===== src/hw/rtl/aor_pkg.sv =====
// Shared types and codes for the address range overlap registry.
`default_nettype none
package aor_pkg;

  localparam int unsigned AddrW    = 64;
  localparam int unsigned StatusW  = 3;
  localparam int unsigned EntriesW = 5;

  localparam logic OP_CHECK = 1'b0;
  localparam logic OP_CLEAR = 1'b1;

  typedef enum logic [StatusW-1:0] {
    STATUS_OK      = 3'd0,
    STATUS_ZERO    = 3'd1,
    STATUS_NULL    = 3'd2,
    STATUS_OVERLAP = 3'd3,
    STATUS_FULL    = 3'd4,
    STATUS_WRAP    = 3'd5
  } status_e;

  // Query travelling down the cell row.
  typedef struct packed {
    logic             vld;
    logic [AddrW-1:0] first;
    logic [AddrW-1:0] last;
    logic             hit;
  } query_t;

  // Broadcast table write.
  typedef struct packed {
    logic             en;
    logic [AddrW-1:0] first;
    logic [AddrW-1:0] last;
  } wr_t;

endpackage
`default_nettype wire


===== src/hw/rtl/aor_cell.sv =====
// One table entry plus one stage of the overlap scan pipeline.
`default_nettype none
module aor_cell #(
  parameter int unsigned CntW = 5,
  parameter int unsigned Idx  = 0
) (
  input  wire logic            clk_i,
  input  wire logic            rst_ni,
  input  wire logic            clear_i,
  input  wire aor_pkg::wr_t    wr_i,
  input  wire logic [CntW-1:0] wr_idx_i,
  input  wire aor_pkg::query_t q_i,
  output aor_pkg::query_t      q_o
);
  import aor_pkg::*;

  logic             entry_vld_q;
  logic [AddrW-1:0] first_q;
  logic [AddrW-1:0] last_q;
  logic             q_vld_q;
  logic [AddrW-1:0] q_first_q;
  logic [AddrW-1:0] q_last_q;
  logic             q_hit_q;
  logic             wr_sel;
  logic             match;

  assign wr_sel = wr_i.en && (wr_idx_i == CntW'(Idx));
  // closed-interval test on inclusive bounds: any shared byte
  assign match  = entry_vld_q && (q_i.first <= last_q) && (first_q <= q_i.last);

  always_ff @(posedge clk_i or negedge rst_ni) begin
    if (!rst_ni) begin
      entry_vld_q <= 1'b0;
      q_vld_q     <= 1'b0;
    end else begin
      if (clear_i) begin
        entry_vld_q <= 1'b0;
      end else if (wr_sel) begin
        entry_vld_q <= 1'b1;
      end
      q_vld_q <= q_i.vld;
    end
  end

  always_ff @(posedge clk_i) begin
    if (wr_sel) begin
      first_q <= wr_i.first;
      last_q  <= wr_i.last;
    end
    q_first_q <= q_i.first;
    q_last_q  <= q_i.last;
    q_hit_q   <= q_i.hit | match;
  end

  assign q_o = '{vld: q_vld_q, first: q_first_q, last: q_last_q, hit: q_hit_q};

endmodule
`default_nettype wire


===== config.mk =====
export PLATFORM = sky130hd
export DESIGN_NAME = aor_cell
export DESIGN_NICKNAME = d
export VERILOG_FILES = /design/src/hw/rtl/aor_pkg.sv /design/src/hw/rtl/aor_cell.sv
export SDC_FILE = /design/constraint.sdc
export NUM_CORES = 1
export LEC_CHECK = 0
export BUFFER_PORTS_ARGS = -buffer_cell sky130_fd_sc_hd__buf_4
export CELL_PAD_IN_SITES_DETAIL_PLACEMENT = 1
export CELL_PAD_IN_SITES_GLOBAL_PLACEMENT = 2
export CORE_AREA = 2 2 144 216
export DETAILED_ROUTE_END_ITERATION = 7
export DIE_AREA = 0 0 146 218
export PLACE_DENSITY_LB_ADDON = 0.1
export SETUP_SLACK_MARGIN = 0.4
export SLEW_MARGIN = 25
export SYNTH_ARGS = -nofsm -noshare
export SYNTH_HDL_FRONTEND = slang
export SYNTH_SLANG_ARGS = --single-unit

===== constraint.sdc =====
create_clock -name clk_i -period 4.55 [get_ports clk_i]
set_clock_uncertainty 0.15 [all_clocks]
set_input_delay 0.91 -clock clk_i [delete_from_list [all_inputs] [get_ports clk_i]]
set_output_delay 0.91 -clock clk_i [all_outputs]
set_load 0.05 [all_outputs]

# ---- Word level (Yosys, flattened, before mapping)
# Cells that the tools add are included.
dict set report totals {
  latchBits 0
  ram_bits 0
  memories 0
  out_inout_bits 130
  word_cells 17
  rom_bits 0
  reg_bits 259
}
dict set report classes {
  reduce_logical 5
  muxes 2
  mul 0
  n_bitwise 1
  addsub 0
  n_eq_ne 0
  div_mod_pow 0
  magnitude_cmp 2
  shift 0
}
# op count
set ops {}
lappend ops {{<= comparator 64 bit} 2}
lappend ops {{zero test 5 bit} 1}
lappend ops {{logical AND 1 bit} 3}
lappend ops {{two-way mux 1 bit} 2}
lappend ops {{nonzero test 2 bit} 1}
lappend ops {{OR 1 bit} 1}

# ---- Logic depth before layout (Yosys ltp)
# Gate-level depths: netlist (run 1).
dict set report depth {
  word_depth 4
  depth_mapped 9
  depth_no_buf 9
}

# ---- Worst setup path before layout (run 1)
# No wires, ideal clock.
dict set report synth_timing {
  kind {input -> register}
  startpoint {input port wr_idx_i[4]}
  endpoint {register first_q[0], enable pin}
  setup_ns 0.776
  required_ns 3.624
  arrival_ns 10.272
  cell_stages 2
  path_buffers 0
  slack_ns -6.648
  path_cell_list {or4b_2 -> nor3_1}
}
dict set report synth_between {
  elab_chain_cells 2
}
# element line_no
set synth_lines {}
lappend synth_lines {{start, declared} aor_cell.sv:11} ;# input wire logic [CntW-1:0] wr_idx_i,
lappend synth_lines {{zero test 5 bit} aor_cell.sv:27} ;# assign wr_sel = wr_i.en && (wr_idx_i == CntW'(Idx));
lappend synth_lines {{logical AND 1 bit} aor_cell.sv:27}
lappend synth_lines {{net wr_sel} aor_cell.sv:24} ;# logic wr_sel;
lappend synth_lines {{end signal, assigned} aor_cell.sv:47} ;# first_q <= wr_i.first;
lappend synth_lines {{end, declared} aor_cell.sv:18} ;# logic [AddrW-1:0] first_q;
# The timed path passes the listed nets, and every way through them passes these cells.
# A chain may end at the register's enable or synchronous reset.

# ---- Worst setup path after layout (run 1)
dict set report layout_timing {
  startpoint {input port q_i[50] (netlist bit)}
  endpoint {register q_hit_q}
}
dict set report layout_between {
  elab_chain_cells 3
}
# element line_no
set layout_lines {}
lappend layout_lines {{start, declared} aor_cell.sv:12} ;# input wire aor_pkg::query_t q_i,
lappend layout_lines {{<= comparator 64 bit} aor_cell.sv:29} ;# assign match = entry_vld_q && (q_i.first <= last_q) && (first_q <= q_i.last);
lappend layout_lines {{logical AND 1 bit} aor_cell.sv:29}
lappend layout_lines {{OR 1 bit} aor_cell.sv:52} ;# q_hit_q <= q_i.hit | match;
lappend layout_lines {{end signal, assigned} aor_cell.sv:52}
lappend layout_lines {{end, declared} aor_cell.sv:23} ;# logic q_hit_q;
# Every way passes these cells.

==> results of run 1 <==
==> what timing repair did <==
action / in CTS / in global routing
hold buffers: 1 / 0
endpoints found under the hold margin: 2 / 0
setup endpoints to repair: 0 / 0
==> synthesized netlist by cell type, types with 5 or more instances <==
cell,instances
sky130_fd_sc_hd__a21o_1,12
sky130_fd_sc_hd__a21oi_1,44
sky130_fd_sc_hd__a221o_1,5
sky130_fd_sc_hd__a221oi_1,8
sky130_fd_sc_hd__and4_1,10
sky130_fd_sc_hd__dfxtp_1,129
sky130_fd_sc_hd__edfxtp_1,128
sky130_fd_sc_hd__ha_1,128
sky130_fd_sc_hd__inv_1,129
sky130_fd_sc_hd__nand2_1,35
sky130_fd_sc_hd__nand3_1,13
sky130_fd_sc_hd__nand4_1,15
sky130_fd_sc_hd__nor2_1,14
sky130_fd_sc_hd__o21ai_0,14
==> area by class of cell <==
type | count | area, um2 | area share
multi-input cells | 331 | 2790 | 0.198
clock buffers | 43 | 827 | 0.0586
repair buffers | 399 | 3010 | 0.213
inverters | 129 | 484 | 0.0343
clock inverters | 5 | 26.3 | 0.00186
well taps | 400 | 500 | 0.0355
flip-flops and latches | 259 | 6480 | 0.459
==> worst max-delay path, cell delays in order <==
cell and delay (ps):
sky130_fd_sc_hd__buf_4 80, sky130_fd_sc_hd__inv_1 40, sky130_fd_sc_hd__ha_1 300, sky130_fd_sc_hd__a21oi_1 150, sky130_fd_sc_hd__o21ai_0 110, sky130_fd_sc_hd__a221oi_1 360, sky130_fd_sc_hd__o32ai_1 120, sky130_fd_sc_hd__a2111oi_0 630
sky130_fd_sc_hd__buf_4 210, sky130_fd_sc_hd__o21ai_0 100, sky130_fd_sc_hd__a22oi_2 150
==> sequential cells by signal, indices dropped and copies added, names as in the netlist <==
| signal | flops |
|---|---|
| first_q | 64 |
| last_q | 64 |
| q_first_q | 64 |
| q_last_q | 64 |
| entry_vld_q | 1 |
| q_hit_q | 1 |
| q_vld_q | 1 |
==> cells by family (layout without fill, tap and decap cells) <==
family	Yosys count	in the layout	share of synthesized area
flops	259	259	0.664
buf+inv	131	576	0.0512
fa+ha+maj	128	128	0.164
simple gates	105	105	0.0563
compound gates	98	98	0.0643
==> final timing paths <==
check | slack [ps] | cells after the start | to
min reg2reg | 410 | 2 | entry_vld_q
max | 1710 | 11 | q_hit_q
max in group asynchronous | 3610 | 2 | q_vld_q
max reg2reg | 1830 | 9 | q_hit_q
min in group asynchronous | 550 | 2 | entry_vld_q
min | 330 | 1 | q_last_q[47]
==> routing by layer <==
metal | vias up | global-route usage | wire, um
li1 | 3385 | - | -
met1 | 3245 | 0.159 | 8940
met2 | 254 | 0.319 | 14500
met3 | 36 | 0.0552 | 2300
met4 | 2 | 0.0495 | 629
met5 | - | 0 | 11
==> power by group through the flow <==
stage          Sequential (mW)  Combinational [mW]  Clock [mW]
2_1_floorplan             2.81               0.126           0
3_3_place_gp              2.59               0.675           0
3_5_place_dp              2.59               0.685           0
4_1_cts                   2.54               0.689        2.22
5_1_grt                   2.55               0.732        2.32
6_report                  2.54               0.676        2.13
==> metrics by stage <==
stage / setup TNS [ps] / hold slack (ps) / total power [mW] / instance area (um2)
3_5_place_dp: 0 / 402 / 3.28 / 13300
5_1_grt: 0 / 298 / 5.59 / 14100
6_report: 0 / 333 / 5.35 / 14100
4_1_cts: 0 / 295 / 5.45 / 14100
3_3_place_gp: 0 / 395 / 3.26 / 13300
2_1_floorplan: -76020 / 339 / 2.93 / 9770
==> qor_table.md, run 1 <==
| Quantity | Reported | Unit |
|---|---|---|
| Run status | finished, final reports clean | - |
| Ratio of final minimum period to clock period | 0.625 | - |
| Wirelength per Cell | 16.8 | um |
| Total count of max-transition violations in the final report | 0 | - |
| Root buffer selected by CTS | sky130_fd_sc_hd__clkbuf_16 | - |
| Post-CTS setup buffer count | 0 | - |
| Post-route worst setup slack | 1710 | ps |
| Count of distinct cell types in the synthesized netlist | 38 | - |
| Largest net degree at the start of global routing | 130 | - |
| First-iteration detailed-routing DRC count | 144 | - |
| NumNets Final | 1542 | - |
| Number of buffers inserted during clock tree synthesis | 27 | - |
| Port Buffer Count | 396 | - |
| Number of clock sinks | 259 | - |
| Setup WS pre-CTS | 1100 | ps |
| Clock-pin slew reported for the worst setup and hold paths after clock tree synthesis | 60 | ps |
| DRC violation count after routing | 0 | - |
| Area growth from synthesis to layout | 44.7 | % |
| CP required | 4870 | ps |
| Clock tree from TritonCTS | yes | - |
| Primary flip-flop cell chosen by synthesis mapping | sky130_fd_sc_hd__dfxtp_1 | - |
| Detailed Place HPWL | 21200 | um |
| WS Path Type | in -> reg | - |
| Net count of the mapped netlist | 1116 | - |
| Final worst path period need | 2840 | ps |
| Critical path startpoint category | input port | - |
| Core ar. | 0.0301 | mm2 |
| Timing-limited maximum frequency | 0.352 | GHz |
| RSZ-0062 raised after global routing | false | - |
| Dpl cells | 1517 | - |
| Global placer's final weighted congestion | 0.726 | - |
| Top-area cell type share of the netlist area | 0.394 | - |
| Maximum number of buffers from clock root to sink | 3 | - |
| Leakage component of the power | 6.72 | nW |
| Launch point of the worst hold path | q_i[48] | - |
| Final hold viol count | 0 | - |
| Largest vdd supply drop | 0.264 | mV |
| Antenna-violating nets left | 0 | - |
| Fin util | 0.470 | - |
| Switching fraction of total power | 0.243 | - |
| Height of the die | 218 | um |
| Total global-route track usage | 0.163 | - |
| Synth area leader | sky130_fd_sc_hd__edfxtp_1 | - |
| Number of fillers in the final layout | 3277 | - |
| Relative contribution of sequential cells to total power | 0.475 | - |
| Power Dens Cells | 379 | mW/mm2 |
| Clk Latency, worst-skew pair | 540 | ps |
| Cells after Synth | 721 | - |
| Leading cell types by total area after synthesis | sky130_fd_sc_hd__edfxtp_1 (39%), sky130_fd_sc_hd__dfxtp_1 (26%), sky130_fd_sc_hd__ha_1 (16%), sky130_fd_sc_hd__inv_1 (5.0%), sky130_fd_sc_hd__a21oi_1 (2.3%) | - |
| Final count of negative-setup-slack endpoints | 0 | - |
| Internal Power | 4.05 | mW |
| Launch point of the critical path | q_i[50] | - |
| Routed wire length | 26400 | um |
| Most common cell after layout, fill and taps aside | sky130_fd_sc_hd__buf_4 | - |
| Worst setup EP type | flip-flop | - |
| Max_slew headroom | 0.476 | - |
| Slew @ Worst Pin | 786 | ps |
| Wire length of the first global-routing pass | 39900 | um |
| Non-filler instance count after layout | 1566 | - |
| Worst EP arrival | 3160 | ps |
| Commonest cells after routing, fill and taps aside | sky130_fd_sc_hd__buf_4 (397), sky130_fd_sc_hd__inv_1 (129), sky130_fd_sc_hd__dfxtp_1 (129), sky130_fd_sc_hd__ha_1 (128), sky130_fd_sc_hd__edfxtp_1 (128) | - |
| Vias in the first global route | 7538 | - |
| Max-cap violations | 0 | - |
| Placement row count | 78 | - |
| Number of flops mapped to enable cells by yosys | 128 | - |
| Synthesized area per cell | 13.5 | um2 |
| Switching power of the nets | 1.30 | mW |
| Number of vias in the routed layout | 6922 | - |
| Share of flip-flops with an asynchronous set or reset | 0.00772 | - |
| Number of warnings issued by yosys | 0 | - |
| Starting utilization of the core area | 0.324 | - |
| H-tree depth reported by CTS | 1 | - |
| Worst hold path class | in -> reg | - |
| GR Overflow Total | 0 | - |
| Post-synthesis instance area | 0.00975 | mm2 |
| Ratio of cells with drive above 1 in the final layout | 0.380 | - |
| Die Outline Area | 0.0318 | mm2 |
| Critical Path Fanout Max | 2 | - |
| Die extent in x | 146 | um |
| Relative contribution of the clock network to total power | 0.398 | - |
| Synthesized flop and latch total | 259 | - |
| PostCTS Resize Cnt | 0 | - |
| Number of iterations in the first detailed-routing pass | 4 | - |
| Vias per inst | 4.42 | - |
| FF-to-FF Start | first_q[51] | - |
| Part of the total power dissipated in combinational logic | 0.126 | - |
| Number of antenna diodes | 0 | - |
| Sequential area share after synthesis | 0.664 | - |
| Number of top-level pins | 397 | - |
| Initial antenna violation count | 1 | - |
No activity file was read; power rests on OpenSTA's default activity.
==> inputs of run 2 (changes only) <==
- ABC_AREA: default -> 1
- CORE_AREA: 2 2 144 216 -> 2 2 160 240
- DIE_AREA: 0 0 146 218 -> 0 0 162 242
- clock period: 4.55 -> 2.4 ns (I/O delays scaled with it)
==> run 2 against run 1 <==
Synthesized area up 1.7%. Worst setup slack worse by 1300 ps. Worst hold slack worse by 210 ps. Total power up 100%. Final cell count up 29%. Non-clock buffer count up 267. Register-to-register slack worse by 1400 ps. Combinational power up 150%. Count of clock-buffer cells in the layout up 3. Sequential cell count unchanged. Core utilization down 0.79 points. Critical endpoint unchanged.
==> qor_table.md, run 2 <==
| Quantity | Reported | Unit | Delta |
|---|---|---|---|
| Sequential area share after synthesis | 0.653 | - | -0.0110 |
| Vias in the first global route | 9224 | - | +22% |
| Antenna-violating nets left | 0 | - | unchanged |
| Leakage component of the power | 8.14 | nW | +21% |
| H-tree depth reported by CTS | 1 | - | unchanged |
| WS Path Type | in -> reg | - |  |
| Critical Path Fanout Max | 2 | - | unchanged |
| Fin util | 0.462 | - | -0.00787 |
| Crit path max-delay cell type | sky130_fd_sc_hd__dlygate4sd3_1 | - |  |
| Critical Path, Cell by Cell | dlygate4sd3_1, buf_4, ha_1, nand4_1, nand3b_1, nor3_4, nand2_1, nand2_1, nand2_2, nand3_2, nand2_1 | - |  |
| Root buffer selected by CTS | sky130_fd_sc_hd__clkbuf_16 | - |  |
| Post-synthesis instance area | 0.00992 | mm2 | +1.7% |
| Number of iterations in the first detailed-routing pass | 4 | - | unchanged |
| Vias per inst | 4.07 | - | -8.0% |
| Critical Path Most Common Cell | sky130_fd_sc_hd__nand2_1 | - |  |
| Slew @ Worst Pin | 360 | ps | -426 ps |
| Initial antenna violation count | 5 | - | +4 |
| Number of clock sinks | 259 | - | unchanged |
| Synth area leader | sky130_fd_sc_hd__edfxtp_1 | - |  |
| Final hold viol count | 0 | - | unchanged |
| Leading cell types by total area after synthesis | sky130_fd_sc_hd__edfxtp_1 (39%), sky130_fd_sc_hd__dfxtp_1 (26%), sky130_fd_sc_hd__ha_1 (16%), sky130_fd_sc_hd__inv_1 (5.9%), sky130_fd_sc_hd__nand2_1 (4.5%) | - |  |
| Final worst path period need | 2000 | ps |  |
| Total count of max-transition violations in the final report | 0 | - | unchanged |
| Global placer's final weighted congestion | 0.706 | - | -2.7% |
| Final count of negative-setup-slack endpoints | 0 | - | unchanged |
| Most common cell after layout, fill and taps aside | sky130_fd_sc_hd__buf_4 | - |  |
| Worst r2r path cells | 11 | - | +2 |
| Storage cell area | 0.00648 | mm2 | unchanged |
| Worst hold path class | in -> async | - |  |
| Max-cap violations | 0 | - | unchanged |
| Ratio of final minimum period to clock period | 0.834 | - |  |
| Die Outline Area | 0.0392 | mm2 | +23% |
| Leading cell type by number of instances after synthesis | sky130_fd_sc_hd__inv_1 | - |  |
| NumNets Final | 1906 | - | +24% |
| Top-area cell type share of the netlist area | 0.388 | - | -0.00651 |
| Count of distinct cell types in the synthesized netlist | 24 | - | -37% |
| Share of flip-flops with an asynchronous set or reset | 0.00772 | - | unchanged |
| Ratio of cells with drive above 1 in the final layout | 0.310 | - | -0.0701 |
| Commonest cells after routing, fill and taps aside | sky130_fd_sc_hd__buf_4 (404), sky130_fd_sc_hd__dlygate4sd3_1 (260), sky130_fd_sc_hd__inv_1 (154), sky130_fd_sc_hd__dfxtp_1 (129), sky130_fd_sc_hd__edfxtp_1 (128) | - |  |
| Number of vias in the routed layout | 8235 | - | +19% |
| Worst R2R Setup Slack | 430 | ps | -1400 ps |
| Placement row count | 87 | - | +12% |
| Largest vdd supply drop | 0.567 | mV | +110% |
| Number of warnings issued by yosys | 0 | - | unchanged |
| Area growth from synthesis to layout | 73.4 | % |  |
| Delay of the slowest cell on the worst path | 550 | ps | -80 ps |
| First-iteration detailed-routing DRC count | 195 | - | +35% |
| Clock-pin slew reported for the worst setup and hold paths after clock tree synthesis | 60 | ps | about the same |
| Internal Power | 8.05 | mW | +99% |
| Core ar. | 0.0372 | mm2 | +24% |
| Total global-route track usage | 0.154 | - | -0.00905 |
| Routed wire length | 30300 | um | +15% |
| Number of fillers in the final layout | 4044 | - | +23% |
| Maximum number of buffers from clock root to sink | 3 | - | unchanged |
| CP required | 2690 | ps | -2180 ps |
| Clock tree from TritonCTS | yes | - |  |
| Launch point of the critical path | q_i[97] | - |  |
| GR Overflow Total | 0 | - | unchanged |
| Max_slew headroom | 0.760 | - | +0.284 |
| Largest net degree at the start of global routing | 55 | - | -58% |
| Port Buffer Count | 396 | - | unchanged |
| Worst setup EP type | flip-flop | - |  |
| Detailed Place HPWL | 22200 | um | +4.5% |
| Part of the total power dissipated in combinational logic | 0.156 | - | +0.030 |
| Run status | finished, final reports clean | - |  |
| Commonest cells post-synth | sky130_fd_sc_hd__inv_1 (156), sky130_fd_sc_hd__dfxtp_1 (129), sky130_fd_sc_hd__edfxtp_1 (128), sky130_fd_sc_hd__ha_1 (128), sky130_fd_sc_hd__nand2_1 (120) | - |  |
| Critical path startpoint category | input port | - |  |
| Switching fraction of total power | 0.247 | - | +0.00422 |
| RSZ-0062 raised after global routing | true | - |  |
| Number of buffers inserted during clock tree synthesis | 28 | - | +3.7% |
| Cells after Synth | 817 | - | +13% |
| Worst hold-check slack | 127 | ps | -206 ps |
| Wirelength per Cell | 14.9 | um | -11% |
| Timing-limited maximum frequency | 0.499 | GHz |  |
| Net count of the mapped netlist | 1212 | - | +8.6% |
| Power Dens Cells | 622 | mW/mm2 | +64% |
| FF-to-FF Start | first_q[53] | - |  |
| DRC violation count after routing | 0 | - | unchanged |
| Capturing point of the worst reg2reg path | q_hit_q | - |  |
| Worst Path Buf+Inv | 2 | - | -1 |
| Switching power of the nets | 2.64 | mW | +100% |
| Relative contribution of the clock network to total power | 0.393 | - | -0.005 |
| Synthesized area per cell | 12.1 | um2 | -10% |
| Clk Latency, worst-skew pair | 550 | ps | about the same |
| Height of the die | 242 | um | +11% |
| Synthesized flop and latch total | 259 | - | unchanged |
| Worst EP arrival | 2290 | ps | -870 ps |
| Number of flops mapped to enable cells by yosys | 128 | - | unchanged |
| Top delay family on crit path | simple AND/OR/NAND/NOR gates | - |  |
| Wire length of the first global-routing pass | 47300 | um | +19% |
| Area of the multi-input gates | 0.00294 | mm2 | +5.2% |
| Number of top-level pins | 397 | - | unchanged |
| Relative contribution of sequential cells to total power | 0.451 | - | -0.024 |
| Die extent in x | 162 | um | +11% |
| Starting utilization of the core area | 0.266 | - | -0.0581 |
| Primary flip-flop cell chosen by synthesis mapping | sky130_fd_sc_hd__dfxtp_1 | - |  |
run 2: cell count changes after synthesis, moves of 5 or more:
cell                       before  now
sky130_fd_sc_hd__a221o_1        5    0
sky130_fd_sc_hd__nand4_1       15   10
sky130_fd_sc_hd__nand2_1       35  120
sky130_fd_sc_hd__a221oi_1       8    0
sky130_fd_sc_hd__a21o_1        12    1
sky130_fd_sc_hd__inv_1        129  156
sky130_fd_sc_hd__and4_1        10    0
sky130_fd_sc_hd__a21oi_1       44   62
sky130_fd_sc_hd__nor2_1        14   32
run 2: how the worst max path moves through the flow:
stage	end	slack (ps)	cells after the start
floorplan	first_q[0]	-1860	3
global placement	q_hit_q	40	12
CTS	q_hit_q	370	13
finish	q_hit_q	400	11
detailed placement	q_hit_q	20	12
global route	q_hit_q	260	13
run 2: final cells by class:
cell class,count,share of cell area
sequential,259,0.377
timing repair buffer,666,0.330
multi-input combinational,399,0.171
clock buffer,46,0.0502
tap,489,0.0356
inverter,157,0.0343
clock inverter,6,0.00175
antenna,3,0.000437
run 2: through the flow:
step                      area (um2)  std cells  setup slack, ps  setup TNS [ps]  total power [mW]
after floorplan                 9950        817            -1860         -239300              5.57
after global placement         13600       1709             44.1               0              6.21
after detailed placement       13600       1709             17.6               0              6.23
after CTS                      17200       2022              374               0              10.9
after global routing           17200       2025              258               0              11.2
final                          17200       2025              398               0              10.7
run 2: per-layer routing:
| layer | vias up | GRT usage | routed length (um) |
|---|---|---|---|
| met5 | - | 0 | 30 |
| met4 | 4 | 0.0445 | 694 |
| met3 | 42 | 0.0392 | 2060 |
| met2 | 242 | 0.302 | 16800 |
| met1 | 3843 | 0.156 | 10700 |
| li1 | 4104 | - | - |
run 2: kinds of logic after synthesis:
kind of cell / after synthesis / synth area share
buffers and inverters: 159 / 0.0609
AO/OA/AOI/OAI: 87 / 0.0464
flip-flops: 259 / 0.653
AND/OR/NAND/NOR: 184 / 0.0781
adder cells (fa/ha/maj): 128 / 0.161
run 2: power by group through the flow:
stage | Combinational (mW) | Sequential, mW | Clock (mW)
global placement | 1.30 | 4.91 | 0
floorplan | 0.256 | 5.32 | 0
CTS | 1.68 | 4.82 | 4.39
global route | 1.80 | 4.83 | 4.54
finish | 1.67 | 4.82 | 4.20
detailed placement | 1.32 | 4.91 | 0
run 2: worst reg2reg max path, stage by stage, from the launching register on:
cell                       delay, ps
sky130_fd_sc_hd__edfxtp_1        380
sky130_fd_sc_hd__ha_1            310
sky130_fd_sc_hd__nand2_1          90
sky130_fd_sc_hd__nor4_2          250
sky130_fd_sc_hd__buf_4           140
sky130_fd_sc_hd__nand2_1          80
sky130_fd_sc_hd__nor2_4          150
sky130_fd_sc_hd__nand2_1          70
sky130_fd_sc_hd__nand2_1          70
sky130_fd_sc_hd__nand2_2          60
sky130_fd_sc_hd__nand3_2          70
sky130_fd_sc_hd__nand2_1          40
run 2: repair_timing:
| item | CTS | global route |
|---|---|---|
| buffers inserted | 1 | 0 |
| gates resized for setup | 15 | 4 |
| hold buffers | 260 | 0 |
| pin swaps | 10 | 2 |
| endpoints found under the setup margin | 1 | 1 |
| hold endpoints to repair | 261 | 0 |
==> inputs of run 3 (changes only) <==
- clock period: 2.4 -> 1.7 ns (I/O delays scaled with it)
==> run 3 against run 2 <==
Non-clock buffer count rose by 39. Final cell count increased by 1.8%. Sequential power grew 43%. Critical path type is now reg -> reg. Clock power is 46% higher. Via count up 3.2%. Critical endpoint unchanged. Worst setup slack got worse by 650 ps. The run now ends with setup timing left. Largest cell class is now non-clock buffers. Die area is the same. Core utilization grew 4.1 points. Design area is 8.9% higher. Global-route usage up 1.2 points. Worst hold slack worse by 7.1 ps. Sequential share of layout area down 2.2 points.
==> qor_table.md, run 3 (synthesized netlist as in run 2, its figures left out) <==
| Quantity | Reported | Unit | Delta |
|---|---|---|---|
| Clock tree from TritonCTS | yes | - |  |
| Timing-limited maximum frequency | 0.512 | GHz |  |
| Number of top-level pins | 397 | - | unchanged |
| Post-route setup TNS | -252 | ps | -252 ps |
| Number of buffers inserted during clock tree synthesis | 28 | - | unchanged |
| Wirelength per Cell | 15.7 | um | +5.3% |
| Wire length of the first global-routing pass | 50600 | um | +6.9% |
| Worst EP arrival | 2300 | ps | about the same |
| Area growth from synthesis to layout | 88.8 | % |  |
| WS Path Type | reg -> reg | - |  |
| DRC violation count after routing | 0 | - | unchanged |
| Fin util | 0.503 | - | +0.0412 |
| FF-to-FF Start | last_q[11] | - |  |
| Internal Power | 11.8 | mW | +47% |
| Vias in the first global route | 9665 | - | +4.8% |
| Starting utilization of the core area | 0.266 | - | unchanged |
| Launch point of the worst hold path | wr_idx_i[4] | - |  |
| Placed Area | 0.0140 | mm2 | +2.6% |
| Final count of negative-setup-slack endpoints | 1 | - | +1 |
| Port Buffer Count | 396 | - | unchanged |
| RSZ-0062 raised after global routing | true | - |  |
| Switching power of the nets | 3.88 | mW | +47% |
| Number of iterations in the first detailed-routing pass | 4 | - | unchanged |
| Final worst path period need | 1950 | ps |  |
| Initial antenna violation count | 2 | - | -3 |
| Part of the total power dissipated in combinational logic | 0.169 | - | +0.013 |
| NumNets Final | 1945 | - | +2.0% |
| Placement row count | 87 | - | unchanged |
| Post-route worst setup slack | -252 | ps | -650 ps |
| Max-cap violations | 0 | - | unchanged |
| Slew @ Worst Pin | 268 | ps | -91.9 ps |
| Largest net degree at the start of global routing | 21 | - | -62% |
| Leakage component of the power | 8.68 | nW | +6.6% |
| Die Outline Area | 0.0392 | mm2 | unchanged |
| Routed wire length | 32500 | um | +7.2% |
| Height of the die | 242 | um | unchanged |
| Number of vias in the routed layout | 8496 | - | +3.2% |
| Detailed Place HPWL | 22600 | um | +2.0% |
| Global placer's final weighted congestion | 0.727 | - | +2.9% |
| Final hold viol count | 0 | - | unchanged |
| Die extent in x | 162 | um | unchanged |
| Commonest cells after routing, fill and taps aside | sky130_fd_sc_hd__buf_4 (308), sky130_fd_sc_hd__dlygate4sd3_1 (261), sky130_fd_sc_hd__inv_1 (150), sky130_fd_sc_hd__edfxtp_1 (128), sky130_fd_sc_hd__dfxtp_2 (128) | - |  |
| Max_slew headroom | 0.820 | - | +0.0596 |
| Worst r2r path cells | 13 | - | +2 |
| Clk Latency, worst-skew pair | 560 | ps | about the same |
| Core ar. | 0.0372 | mm2 | unchanged |
| Power Dens Cells | 838 | mW/mm2 | +35% |
| Relative contribution of the clock network to total power | 0.391 | - | -0.002 |
| Most common cell after layout, fill and taps aside | sky130_fd_sc_hd__buf_4 | - |  |
| Root buffer selected by CTS | sky130_fd_sc_hd__clkbuf_16 | - |  |
| Ratio of cells with drive above 1 in the final layout | 0.408 | - | +0.0979 |
| Total global-route track usage | 0.165 | - | +0.0119 |
| Final cell area excluding filler cells | 0.0187 | mm2 | +8.9% |
| Switching fraction of total power | 0.247 | - | +0.000322 |
| Critical path startpoint category | flip-flop | - |  |
| Number of clock sinks | 259 | - | unchanged |
| CP required | 2050 | ps | -640 ps |
| Worst hold path stage count | 3 | - |  |
| Worst R2R Setup Slack | -250 | ps | -680 ps |
| Relative contribution of sequential cells to total power | 0.440 | - | -0.011 |
| Hold path endpoint | first_q[59] | - |  |
| H-tree depth reported by CTS | 1 | - | unchanged |
| Worst hold path class | in -> reg | - |  |
| First-iteration detailed-routing DRC count | 174 | - | -11% |
| Run status | finished, violations left | - |  |
| Antenna-violating nets left | 0 | - | unchanged |
| Capturing point of the worst reg2reg path | q_hit_q | - |  |
| GR Overflow Total | 0 | - | unchanged |
| Worst setup EP type | flip-flop | - |  |
| Post-route total power | 15.7 | mW | +47% |
| Maximum number of buffers from clock root to sink | 3 | - | unchanged |
| Failing checks | setup timing | - |  |
| Critical Path Fanout Max | 2 | - | unchanged |
| Ratio of final minimum period to clock period | 1.15 | - |  |
| Vias per inst | 4.12 | - | +1.3% |
| Total count of max-transition violations in the final report | 0 | - | unchanged |
| Largest vdd supply drop | 0.739 | mV | +30% |
| Clock-pin slew reported for the worst setup and hold paths after clock tree synthesis | 60 | ps | about the same |
-- run 3: worst max-delay path, cell delays in order, from the launching register on --
cell and delay [ps]:
sky130_fd_sc_hd__edfxtp_1 350, sky130_fd_sc_hd__inv_1 60, sky130_fd_sc_hd__ha_1 230, sky130_fd_sc_hd__a21oi_1 230
sky130_fd_sc_hd__nand2_1 100, sky130_fd_sc_hd__a21oi_1 220, sky130_fd_sc_hd__nand2_2 90, sky130_fd_sc_hd__nand2_1 60
sky130_fd_sc_hd__nand2_1 70, sky130_fd_sc_hd__nand2_1 60, sky130_fd_sc_hd__nand2_1 50, sky130_fd_sc_hd__nand2_2 100
sky130_fd_sc_hd__nand3_2 60, sky130_fd_sc_hd__nand2_1 60
-- run 3: repair_timing --
item,4_1_cts,5_1_grt
pin swaps,11,0
endpoints found under the setup margin,131,131
gates resized for setup,399,3
hold endpoints to repair,261,0
hold buffers,261,0
buffers inserted,4,0
-- run 3: per-layer routing --
metal,track usage,wire length [um],share of wire
met5,0,16,0.00049
met4,0.0497,801,0.025
met3,0.0411,2090,0.064
met2,0.329,18200,0.56
met1,0.165,11400,0.35
-- run 3: power groups by stage --
| stage | Clock (mW) | Combinational (mW) | Sequential [mW] |
|---|---|---|---|
| 2_1_floorplan | 0 | 0.365 | 7.51 |
| 3_3_place_gp | 0 | 1.89 | 6.93 |
| 3_5_place_dp | 0 | 1.92 | 6.93 |
| 4_1_cts | 6.35 | 2.66 | 6.89 |
| 5_1_grt | 6.59 | 2.85 | 6.92 |
| 6_report | 6.14 | 2.65 | 6.90 |
-- run 3: how the worst max path moves through the flow --
stage,from,end,slack (ps),depth (start not counted)
finish,last_q[11],q_hit_q,-250,13
global route,last_q[47],q_hit_q,-470,11
CTS,last_q[47],q_hit_q,-300,11
detailed placement,q_i[112],q_hit_q,-520,11
global placement,q_i[112],q_hit_q,-500,11
floorplan,wr_idx_i[3],first_q[0],-2420,3
-- run 3: cell type report --
| type | count | area (um2) |
|---|---|---|
| Fill cell | 3958 | 18500 |
| Timing Repair Buffer | 705 | 6990 |
| Sequential cell | 259 | 6640 |
| Multi-Input combinational cell | 399 | 2970 |
| Clock buffer | 49 | 906 |
| Tap cell | 489 | 612 |
| Inverter | 157 | 589 |
| Clock inverter | 3 | 15.0 |
| Antenna cell | 1 | 2.50 |
-- run 3: stage by stage --
stage          worst slack, ps  cells  hold slack (ps)
4_1_cts                   -303   2061             97.7
3_3_place_gp              -498   1744            -23.2
2_1_floorplan            -2420    817             -106
5_1_grt                   -469   2062              120
6_report                  -252   2062              120
3_5_place_dp              -523   1744            -23.2
